==> src/sv/gdda_pkg.sv <==
// ----------------------------------------------------------------------------
// gdda_pkg
// Shared types and constants of the grid ray caster: map geometry, fixed
// point scales, command and selection codes, controller/datapath bundles.
// ----------------------------------------------------------------------------
package gdda_pkg;

   localparam int MAP_SIDE   = 16;
   localparam int CELL_BITS  = 4;
   localparam int MAP_CELLS  = MAP_SIDE * MAP_SIDE;
   localparam int ADDR_BITS  = 2 * CELL_BITS;
   localparam int FRAC_BITS  = 12;
   localparam int CELL_ONE   = 1 << FRAC_BITS;
   localparam int DIR_FRAC   = 14;
   localparam int TEX_WIDTH  = 32;
   localparam int TEX_BITS   = 5;
   localparam int TEX_SHIFT  = FRAC_BITS - TEX_BITS;
   localparam int DIST_BITS  = 18;
   localparam int DIST_MAX   = (1 << DIST_BITS) - 1;
   localparam int MAX_DEPTH_RESET = 65536;

   // shared divider geometry
   localparam int DIV_N     = 33;
   localparam int DIV_D     = 23;
   localparam int DIV_CNT_W = 6;

   // item commands
   localparam logic CMD_WRITE = 1'b0;
   localparam logic CMD_CAST  = 1'b1;

   // multiplier operand selection
   localparam logic [1:0] MUL_NX_AY = 2'd0;
   localparam logic [1:0] MUL_NY_AX = 2'd1;
   localparam logic [1:0] MUL_P_A   = 2'd2;
   localparam logic [1:0] MUL_N_D   = 2'd3;

   // divider use
   localparam logic DIV_DIST = 1'b0;
   localparam logic DIV_TEX  = 1'b1;

   // csr register indexes
   localparam logic CSR_MAX_DEPTH = 1'b0;

   typedef struct packed {
      logic       accept;
      logic       mul_x;
      logic       mul_y;
      logic       step;
      logic       set_esc;
      logic       latch_wt;
      logic       latch_wpart;
      logic       latch_w;
      logic       div_start;
      logic       div_sel;
      logic       latch_dist;
      logic       latch_tex;
      logic       load_out;
      logic [1:0] mul_sel;
   } dda_cmd_type;

   typedef struct packed {
      logic zero_dir;
      logic step_out;
      logic cell_hit;
      logic div_busy;
      logic rsp_free;
   } dda_status_type;

endpackage

==> src/sv/gdda_ram.sv <==
// ----------------------------------------------------------------------------
// gdda_ram
// Generic single write port, single read port RAM with registered read data.
// ----------------------------------------------------------------------------
module gdda_ram #(
   parameter int WIDTH = 2,
   parameter int DEPTH = 256
) (
   input  logic                     clock,
   input  logic                     wr_en,
   input  logic [$clog2(DEPTH)-1:0] wr_addr,
   input  logic [WIDTH-1:0]         wr_data,
   input  logic                     rd_en,
   input  logic [$clog2(DEPTH)-1:0] rd_addr,
   output logic [WIDTH-1:0]         rd_data
);

   logic [WIDTH-1:0] mem_ff [DEPTH];
   logic [WIDTH-1:0] rd_data_ff;

   always_ff @(posedge clock) begin
      if (wr_en) begin
         mem_ff[wr_addr] <= wr_data;
      end
      if (rd_en) begin
         rd_data_ff <= mem_ff[rd_addr];
      end
   end

   assign rd_data = rd_data_ff;

endmodule

==> src/sv/gdda_div.sv <==
// ----------------------------------------------------------------------------
// gdda_div
// Restoring unsigned divider, one quotient bit per cycle, shared by the
// distance and texture column quotients.
// ----------------------------------------------------------------------------
module gdda_div (
   input  logic                      clock,
   input  logic                      reset,
   input  logic                      start,
   input  logic [gdda_pkg::DIV_N-1:0] dividend,
   input  logic [gdda_pkg::DIV_D-1:0] divisor,
   output logic                      busy,
   output logic [gdda_pkg::DIV_N-1:0] quotient,
   output logic                      rem_nz
);
   import gdda_pkg::*;

   logic [DIV_D-1:0]     rem_ff, rem_in;
   logic [DIV_N-1:0]     quo_ff, quo_in;
   logic [DIV_D-1:0]     dvs_ff, dvs_in;
   logic [DIV_CNT_W-1:0] cnt_ff, cnt_in;
   logic                 busy_ff, busy_in;
   logic [DIV_D:0]       trial;
   logic [DIV_D:0]       diff;
   logic                 fits;

   assign trial = {rem_ff, quo_ff[DIV_N-1]};
   assign diff  = trial - {1'b0, dvs_ff};
   assign fits  = trial >= {1'b0, dvs_ff};

   always_comb begin
      rem_in  = rem_ff;
      quo_in  = quo_ff;
      dvs_in  = dvs_ff;
      cnt_in  = cnt_ff;
      busy_in = busy_ff;
      if (start) begin
         rem_in  = '0;
         quo_in  = dividend;
         dvs_in  = divisor;
         cnt_in  = DIV_CNT_W'(DIV_N);
         busy_in = 1'b1;
      end else if (busy_ff) begin
         rem_in = fits ? diff[DIV_D-1:0] : trial[DIV_D-1:0];
         quo_in = {quo_ff[DIV_N-2:0], fits};
         cnt_in = cnt_ff - 1'b1;
         if (cnt_ff == DIV_CNT_W'(1)) begin
            busy_in = 1'b0;
         end
      end
   end

   always_ff @(posedge clock) begin
      rem_ff <= rem_in;
      quo_ff <= quo_in;
      dvs_ff <= dvs_in;
      cnt_ff <= cnt_in;
      if (reset) begin
         busy_ff <= 1'b0;
      end else begin
         busy_ff <= busy_in;
      end
   end

   assign busy     = busy_ff;
   assign quotient = quo_ff;
   assign rem_nz   = |rem_ff;

endmodule

==> src/sv/gdda_datapath.sv <==
// ----------------------------------------------------------------------------
// gdda_datapath
// Wall map, ray stepping registers, shared multiplier and divider, result
// register. Acts only on commands from the controller.
// ----------------------------------------------------------------------------
module gdda_datapath (
   input  logic                             clock,
   input  logic                             reset,
   input  gdda_pkg::dda_cmd_type            cmd,
   output gdda_pkg::dda_status_type         status,
   input  logic [gdda_pkg::DIST_BITS-1:0]   max_depth,
   input  logic                             req_command,
   input  logic [7:0]                       req_cell_index,
   input  logic [1:0]                       req_cell_value,
   input  logic [15:0]                      req_pos_x,
   input  logic [15:0]                      req_pos_y,
   input  logic signed [15:0]               req_dir_x,
   input  logic signed [15:0]               req_dir_y,
   output logic                             rsp_valid,
   input  logic                             rsp_ready,
   output logic [gdda_pkg::DIST_BITS-1:0]   rsp_perp_distance,
   output logic                             rsp_hit_side,
   output logic [1:0]                       rsp_wall_type,
   output logic [gdda_pkg::CELL_BITS-1:0]   rsp_hit_col,
   output logic [gdda_pkg::CELL_BITS-1:0]   rsp_hit_row,
   output logic [gdda_pkg::TEX_BITS-1:0]    rsp_tex_column,
   output logic                             rsp_escaped
);
   import gdda_pkg::*;

   // ray state
   logic [15:0]        px_ff, py_ff, ax_ff, ay_ff;
   logic signed [15:0] dx_ff, dy_ff;
   logic [16:0]        nx_ff, ny_ff, nlast_ff;
   logic signed [5:0]  mx_ff, my_ff;
   logic               side_ff, esc_ff;
   logic [1:0]         wt_ff;
   logic [32:0]        prodx_ff, prody_ff;
   logic signed [34:0] wpart_ff, w_ff;
   logic [DIST_BITS-1:0] dist_ff;
   logic [TEX_BITS-1:0]  tex_ff;

   // map
   logic                 valid_ff [MAP_CELLS];
   logic                 valid_rd_ff;
   logic [1:0]           ram_rdata;
   logic [ADDR_BITS-1:0] rd_addr;
   logic                 map_wr;

   // result register
   logic                 rsp_valid_ff;
   logic [DIST_BITS-1:0] out_dist_ff;
   logic                 out_side_ff;
   logic [1:0]           out_wt_ff;
   logic [CELL_BITS-1:0] out_col_ff, out_row_ff;
   logic [TEX_BITS-1:0]  out_tex_ff;
   logic                 out_esc_ff;

   logic               takex;
   logic signed [5:0]  mx_nx, my_nx;
   logic [15:0]        ax_in, ay_in;
   logic [16:0]        nx_in, ny_in;
   logic [15:0]        a_sel;
   logic [16:0]        mul_a;
   logic signed [16:0] mul_b;
   logic signed [34:0] prod;
   logic [34:0]        w_abs;
   logic [DIV_N-1:0]   div_dividend, div_quo;
   logic [DIV_D-1:0]   div_divisor;
   logic               div_busy, div_rem_nz;
   logic [TEX_BITS-1:0] q5, tex_raw;
   logic               tex_flip;

   assign map_wr = cmd.accept && (req_command == CMD_WRITE);

   assign ax_in = req_dir_x[15] ? (~$unsigned(req_dir_x) + 16'd1) : $unsigned(req_dir_x);
   assign ay_in = req_dir_y[15] ? (~$unsigned(req_dir_y) + 16'd1) : $unsigned(req_dir_y);
   // distance to the first boundary on each axis
   assign nx_in = req_dir_x[15] ? {5'd0, req_pos_x[FRAC_BITS-1:0]}
                                : 17'(CELL_ONE) - {5'd0, req_pos_x[FRAC_BITS-1:0]};
   assign ny_in = req_dir_y[15] ? {5'd0, req_pos_y[FRAC_BITS-1:0]}
                                : 17'(CELL_ONE) - {5'd0, req_pos_y[FRAC_BITS-1:0]};

   // nearer boundary by cross product, ties go to y
   assign takex = (ax_ff != 16'd0) && ((ay_ff == 16'd0) || (prodx_ff < prody_ff));
   assign mx_nx = takex ? (dx_ff[15] ? mx_ff - 6'sd1 : mx_ff + 6'sd1) : mx_ff;
   assign my_nx = takex ? my_ff : (dy_ff[15] ? my_ff - 6'sd1 : my_ff + 6'sd1);
   assign rd_addr = {my_nx[CELL_BITS-1:0], mx_nx[CELL_BITS-1:0]};

   assign a_sel = side_ff ? ay_ff : ax_ff;

   always_comb begin
      case (cmd.mul_sel)
         MUL_NX_AY: begin
            mul_a = nx_ff;
            mul_b = {1'b0, ay_ff};
         end
         MUL_NY_AX: begin
            mul_a = ny_ff;
            mul_b = {1'b0, ax_ff};
         end
         MUL_P_A: begin
            mul_a = {1'b0, (side_ff ? px_ff : py_ff)};
            mul_b = {1'b0, a_sel};
         end
         default: begin
            mul_a = nlast_ff;
            mul_b = side_ff ? {dx_ff[15], dx_ff} : {dy_ff[15], dy_ff};
         end
      endcase
   end

   assign prod  = $signed({1'b0, mul_a}) * mul_b;
   assign w_abs = w_ff[34] ? $unsigned(-w_ff) : $unsigned(w_ff);

   always_comb begin
      if (cmd.div_sel == DIV_TEX) begin
         div_dividend = w_abs[DIV_N-1:0];
         div_divisor  = {a_sel, 7'd0};
      end else begin
         div_dividend = {2'd0, nlast_ff, 14'd0};
         div_divisor  = {7'd0, a_sel};
      end
   end

   gdda_div u_div (
      .clock    (clock),
      .reset    (reset),
      .start    (cmd.div_start),
      .dividend (div_dividend),
      .divisor  (div_divisor),
      .busy     (div_busy),
      .quotient (div_quo),
      .rem_nz   (div_rem_nz)
   );

   // floor quotient of a negative coordinate, low bits only
   assign q5 = div_quo[TEX_BITS-1:0];
   assign tex_raw = w_ff[34] ? (div_rem_nz ? ~q5 : ~q5 + 1'b1) : q5;
   assign tex_flip = (!side_ff && !dx_ff[15] && (dx_ff != 16'sd0)) || (side_ff && dy_ff[15]);

   gdda_ram #(
      .WIDTH (2),
      .DEPTH (MAP_CELLS)
   ) u_map (
      .clock   (clock),
      .wr_en   (map_wr),
      .wr_addr (req_cell_index),
      .wr_data (req_cell_value),
      .rd_en   (cmd.step),
      .rd_addr (rd_addr),
      .rd_data (ram_rdata)
   );

   // valid bits give the all-zero map after reset
   always_ff @(posedge clock) begin
      if (reset) begin
         for (int i = 0; i < MAP_CELLS; i++) begin
            valid_ff[i] <= 1'b0;
         end
      end else if (map_wr) begin
         valid_ff[req_cell_index] <= 1'b1;
      end
      if (cmd.step) begin
         valid_rd_ff <= valid_ff[rd_addr];
      end
   end

   always_ff @(posedge clock) begin
      if (cmd.accept && (req_command == CMD_CAST)) begin
         px_ff   <= req_pos_x;
         py_ff   <= req_pos_y;
         dx_ff   <= req_dir_x;
         dy_ff   <= req_dir_y;
         ax_ff   <= ax_in;
         ay_ff   <= ay_in;
         nx_ff   <= nx_in;
         ny_ff   <= ny_in;
         mx_ff   <= {2'd0, req_pos_x[15:FRAC_BITS]};
         my_ff   <= {2'd0, req_pos_y[15:FRAC_BITS]};
         side_ff <= 1'b0;
         esc_ff  <= 1'b0;
      end
      if (cmd.mul_x) begin
         prodx_ff <= prod[32:0];
      end
      if (cmd.mul_y) begin
         prody_ff <= prod[32:0];
      end
      if (cmd.step) begin
         mx_ff <= mx_nx;
         my_ff <= my_nx;
         if (takex) begin
            nlast_ff <= nx_ff;
            nx_ff    <= nx_ff + 17'(CELL_ONE);
            prodx_ff <= prodx_ff + {5'd0, ay_ff, 12'd0};
            side_ff  <= 1'b0;
         end else begin
            nlast_ff <= ny_ff;
            ny_ff    <= ny_ff + 17'(CELL_ONE);
            prody_ff <= prody_ff + {5'd0, ax_ff, 12'd0};
            side_ff  <= 1'b1;
         end
         if (mx_nx[5:CELL_BITS] != 2'd0 || my_nx[5:CELL_BITS] != 2'd0) begin
            esc_ff <= 1'b1;
         end
      end
      if (cmd.set_esc) begin
         esc_ff <= 1'b1;
      end
      if (cmd.latch_wt) begin
         wt_ff <= ram_rdata;
      end
      if (cmd.latch_wpart) begin
         wpart_ff <= prod;
      end
      if (cmd.latch_w) begin
         w_ff <= wpart_ff + prod;
      end
      if (cmd.latch_dist) begin
         dist_ff <= (|div_quo[DIV_N-1:DIST_BITS]) ? DIST_BITS'(DIST_MAX)
                                                  : div_quo[DIST_BITS-1:0];
      end
      if (cmd.latch_tex) begin
         tex_ff <= tex_flip ? ~tex_raw : tex_raw;
      end
   end

   // result register
   always_ff @(posedge clock) begin
      if (reset) begin
         rsp_valid_ff <= 1'b0;
      end else if (cmd.load_out) begin
         rsp_valid_ff <= 1'b1;
      end else if (rsp_ready) begin
         rsp_valid_ff <= 1'b0;
      end
      if (cmd.load_out) begin
         out_side_ff <= side_ff;
         out_esc_ff  <= esc_ff;
         if (esc_ff) begin
            out_dist_ff <= max_depth;
            out_wt_ff   <= 2'd0;
            out_col_ff  <= '0;
            out_row_ff  <= '0;
            out_tex_ff  <= '0;
         end else begin
            out_dist_ff <= dist_ff;
            out_wt_ff   <= wt_ff;
            out_col_ff  <= mx_ff[CELL_BITS-1:0];
            out_row_ff  <= my_ff[CELL_BITS-1:0];
            out_tex_ff  <= tex_ff;
         end
      end
   end

   assign status.zero_dir = (ax_ff == 16'd0) && (ay_ff == 16'd0);
   assign status.step_out = (mx_nx[5:CELL_BITS] != 2'd0) || (my_nx[5:CELL_BITS] != 2'd0);
   assign status.cell_hit = valid_rd_ff && (ram_rdata != 2'd0);
   assign status.div_busy = div_busy;
   assign status.rsp_free = !rsp_valid_ff || rsp_ready;

   assign rsp_valid         = rsp_valid_ff;
   assign rsp_perp_distance = out_dist_ff;
   assign rsp_hit_side      = out_side_ff;
   assign rsp_wall_type     = out_wt_ff;
   assign rsp_hit_col       = out_col_ff;
   assign rsp_hit_row       = out_row_ff;
   assign rsp_tex_column    = out_tex_ff;
   assign rsp_escaped       = out_esc_ff;

endmodule

==> src/sv/gdda_ctrl.sv <==
// ----------------------------------------------------------------------------
// gdda_ctrl
// Sequencer of a cast: setup products, grid stepping with map lookups,
// distance and texture divisions, hand-off to the result register.
// ----------------------------------------------------------------------------
module gdda_ctrl (
   input  logic                     clock,
   input  logic                     reset,
   input  logic                     req_valid,
   input  logic                     req_command,
   output logic                     req_ready,
   output gdda_pkg::dda_cmd_type    cmd,
   input  gdda_pkg::dda_status_type status
);
   import gdda_pkg::*;

   localparam logic [3:0] S_IDLE   = 4'd0;
   localparam logic [3:0] S_MULX   = 4'd1;
   localparam logic [3:0] S_MULY   = 4'd2;
   localparam logic [3:0] S_STEP   = 4'd3;
   localparam logic [3:0] S_TEST   = 4'd4;
   localparam logic [3:0] S_WMUL1  = 4'd5;
   localparam logic [3:0] S_WMUL2  = 4'd6;
   localparam logic [3:0] S_DSTART = 4'd7;
   localparam logic [3:0] S_DWAIT  = 4'd8;
   localparam logic [3:0] S_TSTART = 4'd9;
   localparam logic [3:0] S_TWAIT  = 4'd10;
   localparam logic [3:0] S_OUT    = 4'd11;

   logic [3:0] state_ff, state_in;

   always_comb begin
      cmd      = '0;
      state_in = state_ff;
      case (state_ff)
         S_IDLE: begin
            cmd.accept = req_valid;
            if (req_valid && (req_command == CMD_CAST)) begin
               state_in = S_MULX;
            end
         end
         S_MULX: begin
            cmd.mul_sel = MUL_NX_AY;
            cmd.mul_x   = 1'b1;
            state_in    = S_MULY;
         end
         S_MULY: begin
            cmd.mul_sel = MUL_NY_AX;
            cmd.mul_y   = 1'b1;
            state_in    = S_STEP;
         end
         S_STEP: begin
            if (status.zero_dir) begin
               cmd.set_esc = 1'b1;
               state_in    = S_OUT;
            end else begin
               cmd.step = 1'b1;
               state_in = status.step_out ? S_OUT : S_TEST;
            end
         end
         S_TEST: begin
            cmd.latch_wt = 1'b1;
            state_in     = status.cell_hit ? S_WMUL1 : S_STEP;
         end
         S_WMUL1: begin
            cmd.mul_sel     = MUL_P_A;
            cmd.latch_wpart = 1'b1;
            state_in        = S_WMUL2;
         end
         S_WMUL2: begin
            cmd.mul_sel = MUL_N_D;
            cmd.latch_w = 1'b1;
            state_in    = S_DSTART;
         end
         S_DSTART: begin
            cmd.div_sel   = DIV_DIST;
            cmd.div_start = 1'b1;
            state_in      = S_DWAIT;
         end
         S_DWAIT: begin
            cmd.div_sel = DIV_DIST;
            if (!status.div_busy) begin
               cmd.latch_dist = 1'b1;
               state_in       = S_TSTART;
            end
         end
         S_TSTART: begin
            cmd.div_sel   = DIV_TEX;
            cmd.div_start = 1'b1;
            state_in      = S_TWAIT;
         end
         S_TWAIT: begin
            cmd.div_sel = DIV_TEX;
            if (!status.div_busy) begin
               cmd.latch_tex = 1'b1;
               state_in      = S_OUT;
            end
         end
         S_OUT: begin
            if (status.rsp_free) begin
               cmd.load_out = 1'b1;
               state_in     = S_IDLE;
            end
         end
         default: begin
            state_in = S_IDLE;
         end
      endcase
   end

   always_ff @(posedge clock) begin
      if (reset) begin
         state_ff <= S_IDLE;
      end else begin
         state_ff <= state_in;
      end
   end

   assign req_ready = (state_ff == S_IDLE);

endmodule

==> src/sv/grid_ray_cast_dda_core.sv <==
// ----------------------------------------------------------------------------
// grid_ray_cast_dda_core
// 16x16 wall map with a DDA ray caster: writes store a cell, casts step the
// grid to the first wall or the map edge and report distance, side, cell
// and texture column.
//
//   channel  direction  handshake          contents
//   req_     in         req_valid/ready    command, cell write, ray start/dir
//   rsp_     out        rsp_valid/ready    one result per cast
//   csr_     in         apb psel/penable   max_depth at offset 0
//
// a write is stored when it is accepted; a cast steps the grid with one map
// read per step until it escapes at the map edge or hits a wall, and a hit
// then takes two passes of the shared bit-serial divider
// the result register lets the next item in while a result waits; a cast
// only stalls at its end if the previous result is still not taken
// reset is synchronous and clears the map to empty through per-cell valid bits
// ----------------------------------------------------------------------------
module grid_ray_cast_dda_core (
   input  logic                           clock,
   input  logic                           reset,
   input  logic                           req_valid,
   output logic                           req_ready,
   input  logic                           req_command,
   input  logic [7:0]                     req_cell_index,
   input  logic [1:0]                     req_cell_value,
   input  logic [15:0]                    req_pos_x,
   input  logic [15:0]                    req_pos_y,
   input  logic signed [15:0]             req_dir_x,
   input  logic signed [15:0]             req_dir_y,
   output logic                           rsp_valid,
   input  logic                           rsp_ready,
   output logic [gdda_pkg::DIST_BITS-1:0] rsp_perp_distance,
   output logic                           rsp_hit_side,
   output logic [1:0]                     rsp_wall_type,
   output logic [gdda_pkg::CELL_BITS-1:0] rsp_hit_col,
   output logic [gdda_pkg::CELL_BITS-1:0] rsp_hit_row,
   output logic [gdda_pkg::TEX_BITS-1:0]  rsp_tex_column,
   output logic                           rsp_escaped,
   input  logic                           csr_psel,
   input  logic                           csr_penable,
   input  logic                           csr_pwrite,
   input  logic [2:0]                     csr_paddr,
   input  logic [31:0]                    csr_pwdata,
   output logic [31:0]                    csr_prdata,
   output logic                           csr_pready
);
   import gdda_pkg::*;

   logic [DIST_BITS-1:0] max_depth_ff;
   dda_cmd_type          cmd;
   dda_status_type       status;

   always_ff @(posedge clock) begin
      if (reset) begin
         max_depth_ff <= DIST_BITS'(MAX_DEPTH_RESET);
      end else if (csr_psel && csr_penable && csr_pwrite && csr_pready
                   && (csr_paddr[2] == CSR_MAX_DEPTH)) begin
         max_depth_ff <= csr_pwdata[DIST_BITS-1:0];
      end
   end

   assign csr_pready = 1'b1;
   assign csr_prdata = (csr_paddr[2] == CSR_MAX_DEPTH) ? {14'd0, max_depth_ff} : 32'd0;

   gdda_ctrl u_ctrl (
      .clock       (clock),
      .reset       (reset),
      .req_valid   (req_valid),
      .req_command (req_command),
      .req_ready   (req_ready),
      .cmd         (cmd),
      .status      (status)
   );

   gdda_datapath u_datapath (
      .clock             (clock),
      .reset             (reset),
      .cmd               (cmd),
      .status            (status),
      .max_depth         (max_depth_ff),
      .req_command       (req_command),
      .req_cell_index    (req_cell_index),
      .req_cell_value    (req_cell_value),
      .req_pos_x         (req_pos_x),
      .req_pos_y         (req_pos_y),
      .req_dir_x         (req_dir_x),
      .req_dir_y         (req_dir_y),
      .rsp_valid         (rsp_valid),
      .rsp_ready         (rsp_ready),
      .rsp_perp_distance (rsp_perp_distance),
      .rsp_hit_side      (rsp_hit_side),
      .rsp_wall_type     (rsp_wall_type),
      .rsp_hit_col       (rsp_hit_col),
      .rsp_hit_row       (rsp_hit_row),
      .rsp_tex_column    (rsp_tex_column),
      .rsp_escaped       (rsp_escaped)
   );

endmodule

==> config.mk <==
export PLATFORM = sky130hd
export DESIGN_NAME = grid_ray_cast_dda_core
export DESIGN_NICKNAME = d
export VERILOG_FILES = /design/src/sv/gdda_pkg.sv /design/src/sv/gdda_ram.sv /design/src/sv/gdda_div.sv /design/src/sv/gdda_datapath.sv /design/src/sv/gdda_ctrl.sv /design/src/sv/grid_ray_cast_dda_core.sv
export SDC_FILE = /design/constraint.sdc
export NUM_CORES = 2
export LEC_CHECK = 0
export ABC_AREA = 1
export BUFFER_PORTS_ARGS = -buffer_cell sky130_fd_sc_hd__buf_2
export CORE_UTILIZATION = 25
export CTS_CLUSTER_DIAMETER = 80
export CTS_CLUSTER_SIZE = 12
export DETAILED_ROUTE_END_ITERATION = 16
export PLACE_DENSITY = 0.43
export SLEW_MARGIN = 20
export SYNTH_ARGS = -nofsm -noshare
export SYNTH_HDL_FRONTEND = slang
export SYNTH_SLANG_ARGS = --single-unit
==> constraint.sdc <==
create_clock -name clock -period 31.8 [get_ports clock]
set_clock_uncertainty 0.2 [all_clocks]
set_input_delay 1.59 -clock clock [delete_from_list [all_inputs] [get_ports clock]]
set_output_delay 1.59 -clock clock [all_outputs]
set_load 0.05 [all_outputs]
## Yosys cells after proc, flatten, opt, wreduce, memory -nomap -nowiden

Memory sizes are Yosys's and may differ from the RTL's. A register that Yosys moved wholly into a read port is not among the register bits.
Index checks and enable logic that the tools add are counted.

- $add $sub $neg: 17
- Multipliers: 1
- $lt $le $gt $ge: 2
- Equal/unequal tests: 18
- Muxes and demuxes: 86
- Bitwise logic cells: 6
- Reductions and logical operators: 37

Operators with widths:

| cell | count |
|---|---|
| 33-bit two-way mux | 10 |
| 17-bit two-way mux | 10 |
| 17-bit case mux with 3 select lines | 2 |
| 33-bit by 28-bit adder with 33-bit output | 2 |
| 16-bit two-way mux | 3 |
| 6-bit two-way mux | 8 |
| 4-bit case mux with 12 select lines | 1 |
| 18-bit two-way mux | 2 |
| 35-bit adder | 1 |
| 18-bit by 17-bit multiplier with 35-bit output | 1 |
| 17-bit by 13-bit adder with 17-bit output (second input constant) | 2 |
| 1-bit two-way mux | 34 |
| 33-bit less-than comparator | 1 |
| 33-bit negation | 1 |
| 16-bit by 1-bit adder with 16-bit output (second input constant) | 2 |
| 16-bit logical NOT | 2 |
| 16-bit NOT | 2 |
| 16-bit nonzero test | 2 |
| 15-bit two-way mux | 2 |
| 13-bit by 12-bit subtractor with 14-bit output (first input constant) | 2 |
| 24-bit by 23-bit greater-or-equal comparator with 1-bit output | 1 |
| 4-bit two-way mux | 6 |
| 23-bit two-way mux | 1 |
| 23-bit OR reduction | 1 |
| 31 further kinds | 68 |

- Flip-flop bits (word level): 466
- RAM bits: 768
- Input bits: 117
- Output and inout port bits: 70
- Logic and storage cells: 208
- Memories: 2

Memories:

| memory | depth | width | rd ports | clocked after memory_dff | write ports | line | text |
|---|---|---|---|---|---|---|---|
| u_datapath.u_map.mem_ff | 256 | 2 | 1 | 1 | 1 | gdda_ram.sv:18 | `logic [WIDTH-1:0] mem_ff [DEPTH];` |
| u_datapath.valid_ff | 256 | 1 | 1 | 1 | 256 | gdda_datapath.sv:44 | `logic valid_ff [MAP_CELLS];` |

## Logic depth before layout (Yosys ltp)

- Word-level depth: 9
- Gate-level depth with buffers: 48
- Mapped depth without buffers: 47

## Modules after synthesis

A second synthesis with hierarchy kept.

- Cell total of the unflattened synthesis: 8057
- Area total of the unflattened synthesis: 70403.8 um^2

By module, submodules not included:

| module | instances | cells each | area an instance (um^2) |
|---|---|---|---|
| gdda_datapath | 1 | 5025 | 41432.2 |
| gdda_ram | 1 | 2055 | 22146.2 |
| gdda_div | 1 | 726 | 5232.5 |
| grid_ray_cast_dda_core | 1 | 173 | 1163.6 |
| gdda_ctrl | 1 | 78 | 429.2 |

## Least setup slack after synthesis

OpenSTA, ideal clock, no wires.

- Path type: register to register
- From: reg u_ctrl.state_ff[2]
- To: reg u_datapath.w_ff[34] (data pin)
- Setup time: 0.260 ns
- Data arrival time: 9.496 ns
- Setup slack: 21.844 ns
- Stages on the path, launching flop included: 40
- Path buffers: 3
- Path through: dfxtp_1 > inv_1 > nor2_1 > inv_1 > nor2_1 > clkbuf_1 > clkbuf_1 > o21ai_0 > nand2_1 > clkbuf_1 > nor2_1 > fa_1 > inv_1 > fa_1 > fa_1 > inv_1 > fa_1 > fa_1 > (+4 left out) > a21oi_1 > a21boi_1 > o21ai_0 > a21boi_0 > o21ai_2 > a21oi_1 > o21ai_1 > or2_2 > and2_1 > ha_1 > nand2_1 > nor2_1 > inv_1 > nor4_1 > nand3_1 > nand3_1 > xnor2_1 > xnor2_1

- Cells in the longest elaborated chain, start to end: 6
- Elaborated cells on any way between the ends: 11
- Classes of those cells: add/sub: 1; mul: 1; eq/ne: 5; mux: 3; reduce/logical: 1

Ends and longest elaborated chain:

| what | line | text |
|---|---|---|
| start: declaration | gdda_ctrl.sv:30 | `logic [3:0] state_ff, state_in;` |
| start signal: assignment | gdda_ctrl.sv:115 | `state_ff <= state_in;` |
| 4-bit by 3-bit == test with 1-bit output / 4-bit by 2-bit == test with 1-bit output (equally long branches) | gdda_ctrl.sv:35 | `case (state_ff)` |
| 2-bit case mux with 3 select lines (*) | gdda_ctrl.sv:35 |  |
| 2-bit == test, or another cell as far along | gdda_datapath.sv:93 | `case (cmd.mul_sel)` |
| 17-bit case mux with 3 select lines | gdda_datapath.sv:93 |  |
| 18-bit by 17-bit multiplier with 35-bit output (*) | gdda_datapath.sv:113 | `assign prod = $signed({1'b0, mul_a}) * mul_b;` |
| via u_datapath.prod[28] | gdda_datapath.sv:66 | `logic signed [34:0] prod;` |
| 35-bit adder (*) | gdda_datapath.sv:218 | `w_ff <= wpart_ff + prod;` |
| end signal: assignment | gdda_datapath.sv:218 |  |
| end: declaration | gdda_datapath.sv:39 | `logic signed [34:0] wpart_ff, w_ff;` |

Mark *: on every way through the listed nets, which the timed path passes. The rest lies on a longest branch.
A chain may end at the register's enable or synchronous reset.

## Worst setup path after layout

Ends and elaborated chain as after synthesis.

==> results <==
- The total count of max-transition violations in the final report came to 0.
- The relative slew slack is 0.225.
- Yosys mapped the design onto 63 distinct sky130hd cell types.
- For this run, the leading register cell type out of synthesis is sky130_fd_sc_hd__edfxtp_1.
- The highest-utilization routing layer at the global route stage is met2.
- Dividing the synthesized area by the synthesized cell count gives 8.77 um^2.
- After synthesis the netlist holds a flip-flop and latch count of 1234.
- The height of the die is 532 um.
- Hold repair after CTS inserted 0 buffers.
- The highest cell delay on the worst timing path is 620 ps.
- The number of detailed-route iterations in the first pass is 5.
- The number of max-cap violations is 0.
- Counting the fill cells in the layout gives 30000.
- TritonCTS built the clock tree.
- Summing every instance area after synthesis gives 0.0701 mm^2.
- Across every metal layer, demand over resource in global routing totals 0.161.
- The number of buffers created by CTS is 120.
- The count of yosys warnings during synthesis is 0.
- The most critical setup path has its startpoint at u_ctrl.state_ff[2].
- The cell count of the worst hold path is 0.
- STA puts the critical path data arrival time at 12120 ps.
- Final hold analysis gives a worst-case slack of 241 ps.
- Setup slack on the worst reg-to-reg path comes out at 19970 ps.
- The number of enable flip-flop cells after synthesis is 872.
- Leaving out fill and tap cells, the most frequent cell in the layout is sky130_fd_sc_hd__nand2_1.
- The final critical-path share of the clock period is 0.372.
- The final-layout setup total negative slack is 0 ps.
- STA classifies the critical path endpoint as a flop.
- The number of placed instances with taps included is 11600.
- The floorplan step defined a die boundary enclosing 0.283 mm^2.
- The total area of sequential cells is 0.0334 mm^2.
- Among all stages on the critical path, the largest delay is contributed by sky130_fd_sc_hd__a21boi_0.
- Entering global routing, the biggest net connects 141 pins.
- The routing usage on met3 is 0.0218.
- For this run, the number of standard cells in the final layout without fillers is 11900.
- The count of buffers added on input and output ports is 155.
- The worst hold endpoint is u_datapath.wt_ff[1].
- The multi-input combinational cells in the finished layout cover a total of 0.0300 mm^2.
- In this run, the number of DRC markers left after iteration 0 of detailed routing was 3935.
- The worst reg2reg path endpoint is u_datapath.w_ff[34].
- After clock tree synthesis, the repair step resized 0 gates.
- The met1 routing resource usage after global routing is 0.218.
- Measured in cells, the most critical reg-to-reg path has a length of 37.
- The worst setup path is launched from a flop.
- The final-report hold violation count is 0.
- The first global-routing pass estimated 345 mm of wire.
- For this run, design rule violations remaining after detail routing come to 0.
- The initial standard-cell utilization of the core is 0.251.
- The startpoint identified for the worst hold timing path is u_datapath.u_map.rd_data[1].
- The total global routing overflow is 0.
- Pin placement for this block handled 187 I/O pins.
- The worst setup path is of the reg -> reg kind.
- The fmax is 0.0845 GHz.
- The maximum level of the CTS H-tree is 3.
- The number of antenna violations at the first check in global routing came to 34.
- The actual slew at the worst max-slew pin is 1150 ps.
- The area growth from synthesis to layout is 11.9%.
- The via count of the first global-routing pass is 53200.
- Setup repair after global routing left no endpoint under its margin.
- The met2 track demand over resource is 0.268.
- After technology mapping, the gate count stands at 7994.
- The clock latency reported for the late side of the worst-skew pair is 760 ps.
- The setup-violating endpoint count in the final report is 0.
- The floorplan has 194 rows.
- The detailed-route vias per instance is 4.54.
- In the final layout, the share of cells above drive strength 1 is 0.0583.
- The clock passes through at most 3 buffers.
- The net count of the finished layout is 8641.
- The total number of clock tree sinks is 1234.
- At the worst endpoint, the required time is 32090 ps.
- Summed over all layers, the routed wires come to 232 mm.
- The total via count after detailed routing is 53900.
- The die outline width is 532 um.
- The HPWL after detailed placement is 159 mm.
- The routability-driven placement congestion ratio is 0.871.
- The register area share after synthesis is 0.477.
- The top cell types in the final layout, fill and taps aside, are sky130_fd_sc_hd__nand2_1 (1662), sky130_fd_sc_hd__inv_1 (1322), sky130_fd_sc_hd__edfxtp_1 (872).
- The core region is 0.279 mm^2.
- The library cell appearing most often on the critical path is sky130_fd_sc_hd__inv_1.
- The detail route stage leaves a number of antenna-violating nets equal to 0.
- The routed design could run at a clock period as short as 11830 ps.
- Clock-pin slew was measured on the worst setup and hold paths at 60 ps.
- For this run, asynchronously set or reset flops after synthesis account for 0.
- The routed wirelength normalized by instance count is 19.5 um.
- Once the clock tree was built, the setup fixing pass inserted 0 buffers.
- The worst hold path belongs to the class reg -> reg.
- The source of the worst register-to-register timing path is u_ctrl.state_ff[2].
- Along the worst path, the maximum fanout reaches 41.
- The run finished with clean final reports.
- The cell sitting at the root of the clock tree is a sky130_fd_sc_hd__clkbuf_16.
final cells by class:
type	count	share of cell area
sequential	1234	0.426
timing repair buffer	260	0.0208
multi-input combinational	5056	0.382
clock inverter	20	0.00371
clock buffer	209	0.0436
tap	3724	0.0593
antenna	8	0.000255
inverter	1357	0.0650
kinds of logic after synthesis:
group / count (synthesis) / synth area share
other: 2 / 0.000107
xor gates and xnor gates: 174 / 0.0218
adders and majority gates: 495 / 0.113
muxes: 5 / 0.000714
DFF: 1234 / 0.477
and+or+nand+nor: 3241 / 0.191
AOI/OAI and AO/OA: 1126 / 0.0975
buffers and inverters: 1717 / 0.0989
flip-flops by register name (all words and copies together), names as in the netlist, 17 cells and up:
| name | count |
|---|---|
| u_datapath.u_map.mem_ff | 512 |
| u_datapath.valid_ff | 256 |
| u_datapath.wpart_ff | 35 |
| u_datapath.w_ff | 34 |
| u_datapath.prodx_ff | 33 |
| u_datapath.prody_ff | 33 |
| u_datapath.u_div.quotient | 33 |
| u_datapath.u_div.dvs_ff | 23 |
| u_datapath.u_div.rem_ff | 23 |
| max_depth_ff | 18 |
| u_datapath.dist_ff | 18 |
| u_datapath.rsp_perp_distance | 18 |
| u_datapath.nlast_ff | 17 |
| u_datapath.nx_ff | 17 |
| u_datapath.ny_ff | 17 |
through the flow:
stage,setup slack (ps),instance area (um^2),utilization
floorplan,21840,70200,-
global placement,20290,74800,0.268
detailed placement,20150,74800,0.268
CTS,20110,78500,0.281
global route,19390,78500,0.281
finish,19970,78500,0.281
metal layers:
layer  up-vias  wire, um
li1      26100         -
met1     26300    108000
met2      1235    107000
met3       270     10900
met4        14      6170
met5         -        96
worst max-delay path, delay by kind of cell (launching register included):
family / cells / cell delay, ps
compound gates: 5 / 1370
xor+xnor: 2 / 240
fa+ha+maj: 8 / 3550
buf+inv: 10 / 2410
flops: 1 / 530
simple gates: 12 / 3200
synthesized netlist by cell type (57+ instances only):
cell type,instances,area share
sky130_fd_sc_hd__a21oi_1,290,0.021
sky130_fd_sc_hd__buf_2,75,0.0054
sky130_fd_sc_hd__clkbuf_1,190,0.010
sky130_fd_sc_hd__dfxtp_1,362,0.10
sky130_fd_sc_hd__edfxtp_1,872,0.37
sky130_fd_sc_hd__fa_1,230,0.066
sky130_fd_sc_hd__ha_1,265,0.047
sky130_fd_sc_hd__inv_1,1329,0.071
sky130_fd_sc_hd__nand2_1,1670,0.089
sky130_fd_sc_hd__nand3_1,747,0.053
sky130_fd_sc_hd__nor2_1,688,0.037
sky130_fd_sc_hd__o211ai_1,76,0.0081
sky130_fd_sc_hd__o21a_1,256,0.027
sky130_fd_sc_hd__o21ai_0,327,0.023
sky130_fd_sc_hd__xnor2_1,57,0.0071
sky130_fd_sc_hd__xor2_1,116,0.014
worst max-delay path by stage:
stage,cells after the start,slack (ps),end
3_3_place_gp,37,20290,u_datapath.w_ff[34]
3_5_place_dp,37,20150,u_datapath.w_ff[34]
5_1_grt,37,19390,u_datapath.w_ff[34]
6_report,37,19970,u_datapath.w_ff[34]
4_1_cts,37,20110,u_datapath.w_ff[34]
2_1_floorplan,39,21840,u_datapath.w_ff[34]
Power is not shown: default switching activity piles up to over one toggle a cycle in this logic, so the estimate is an artifact.
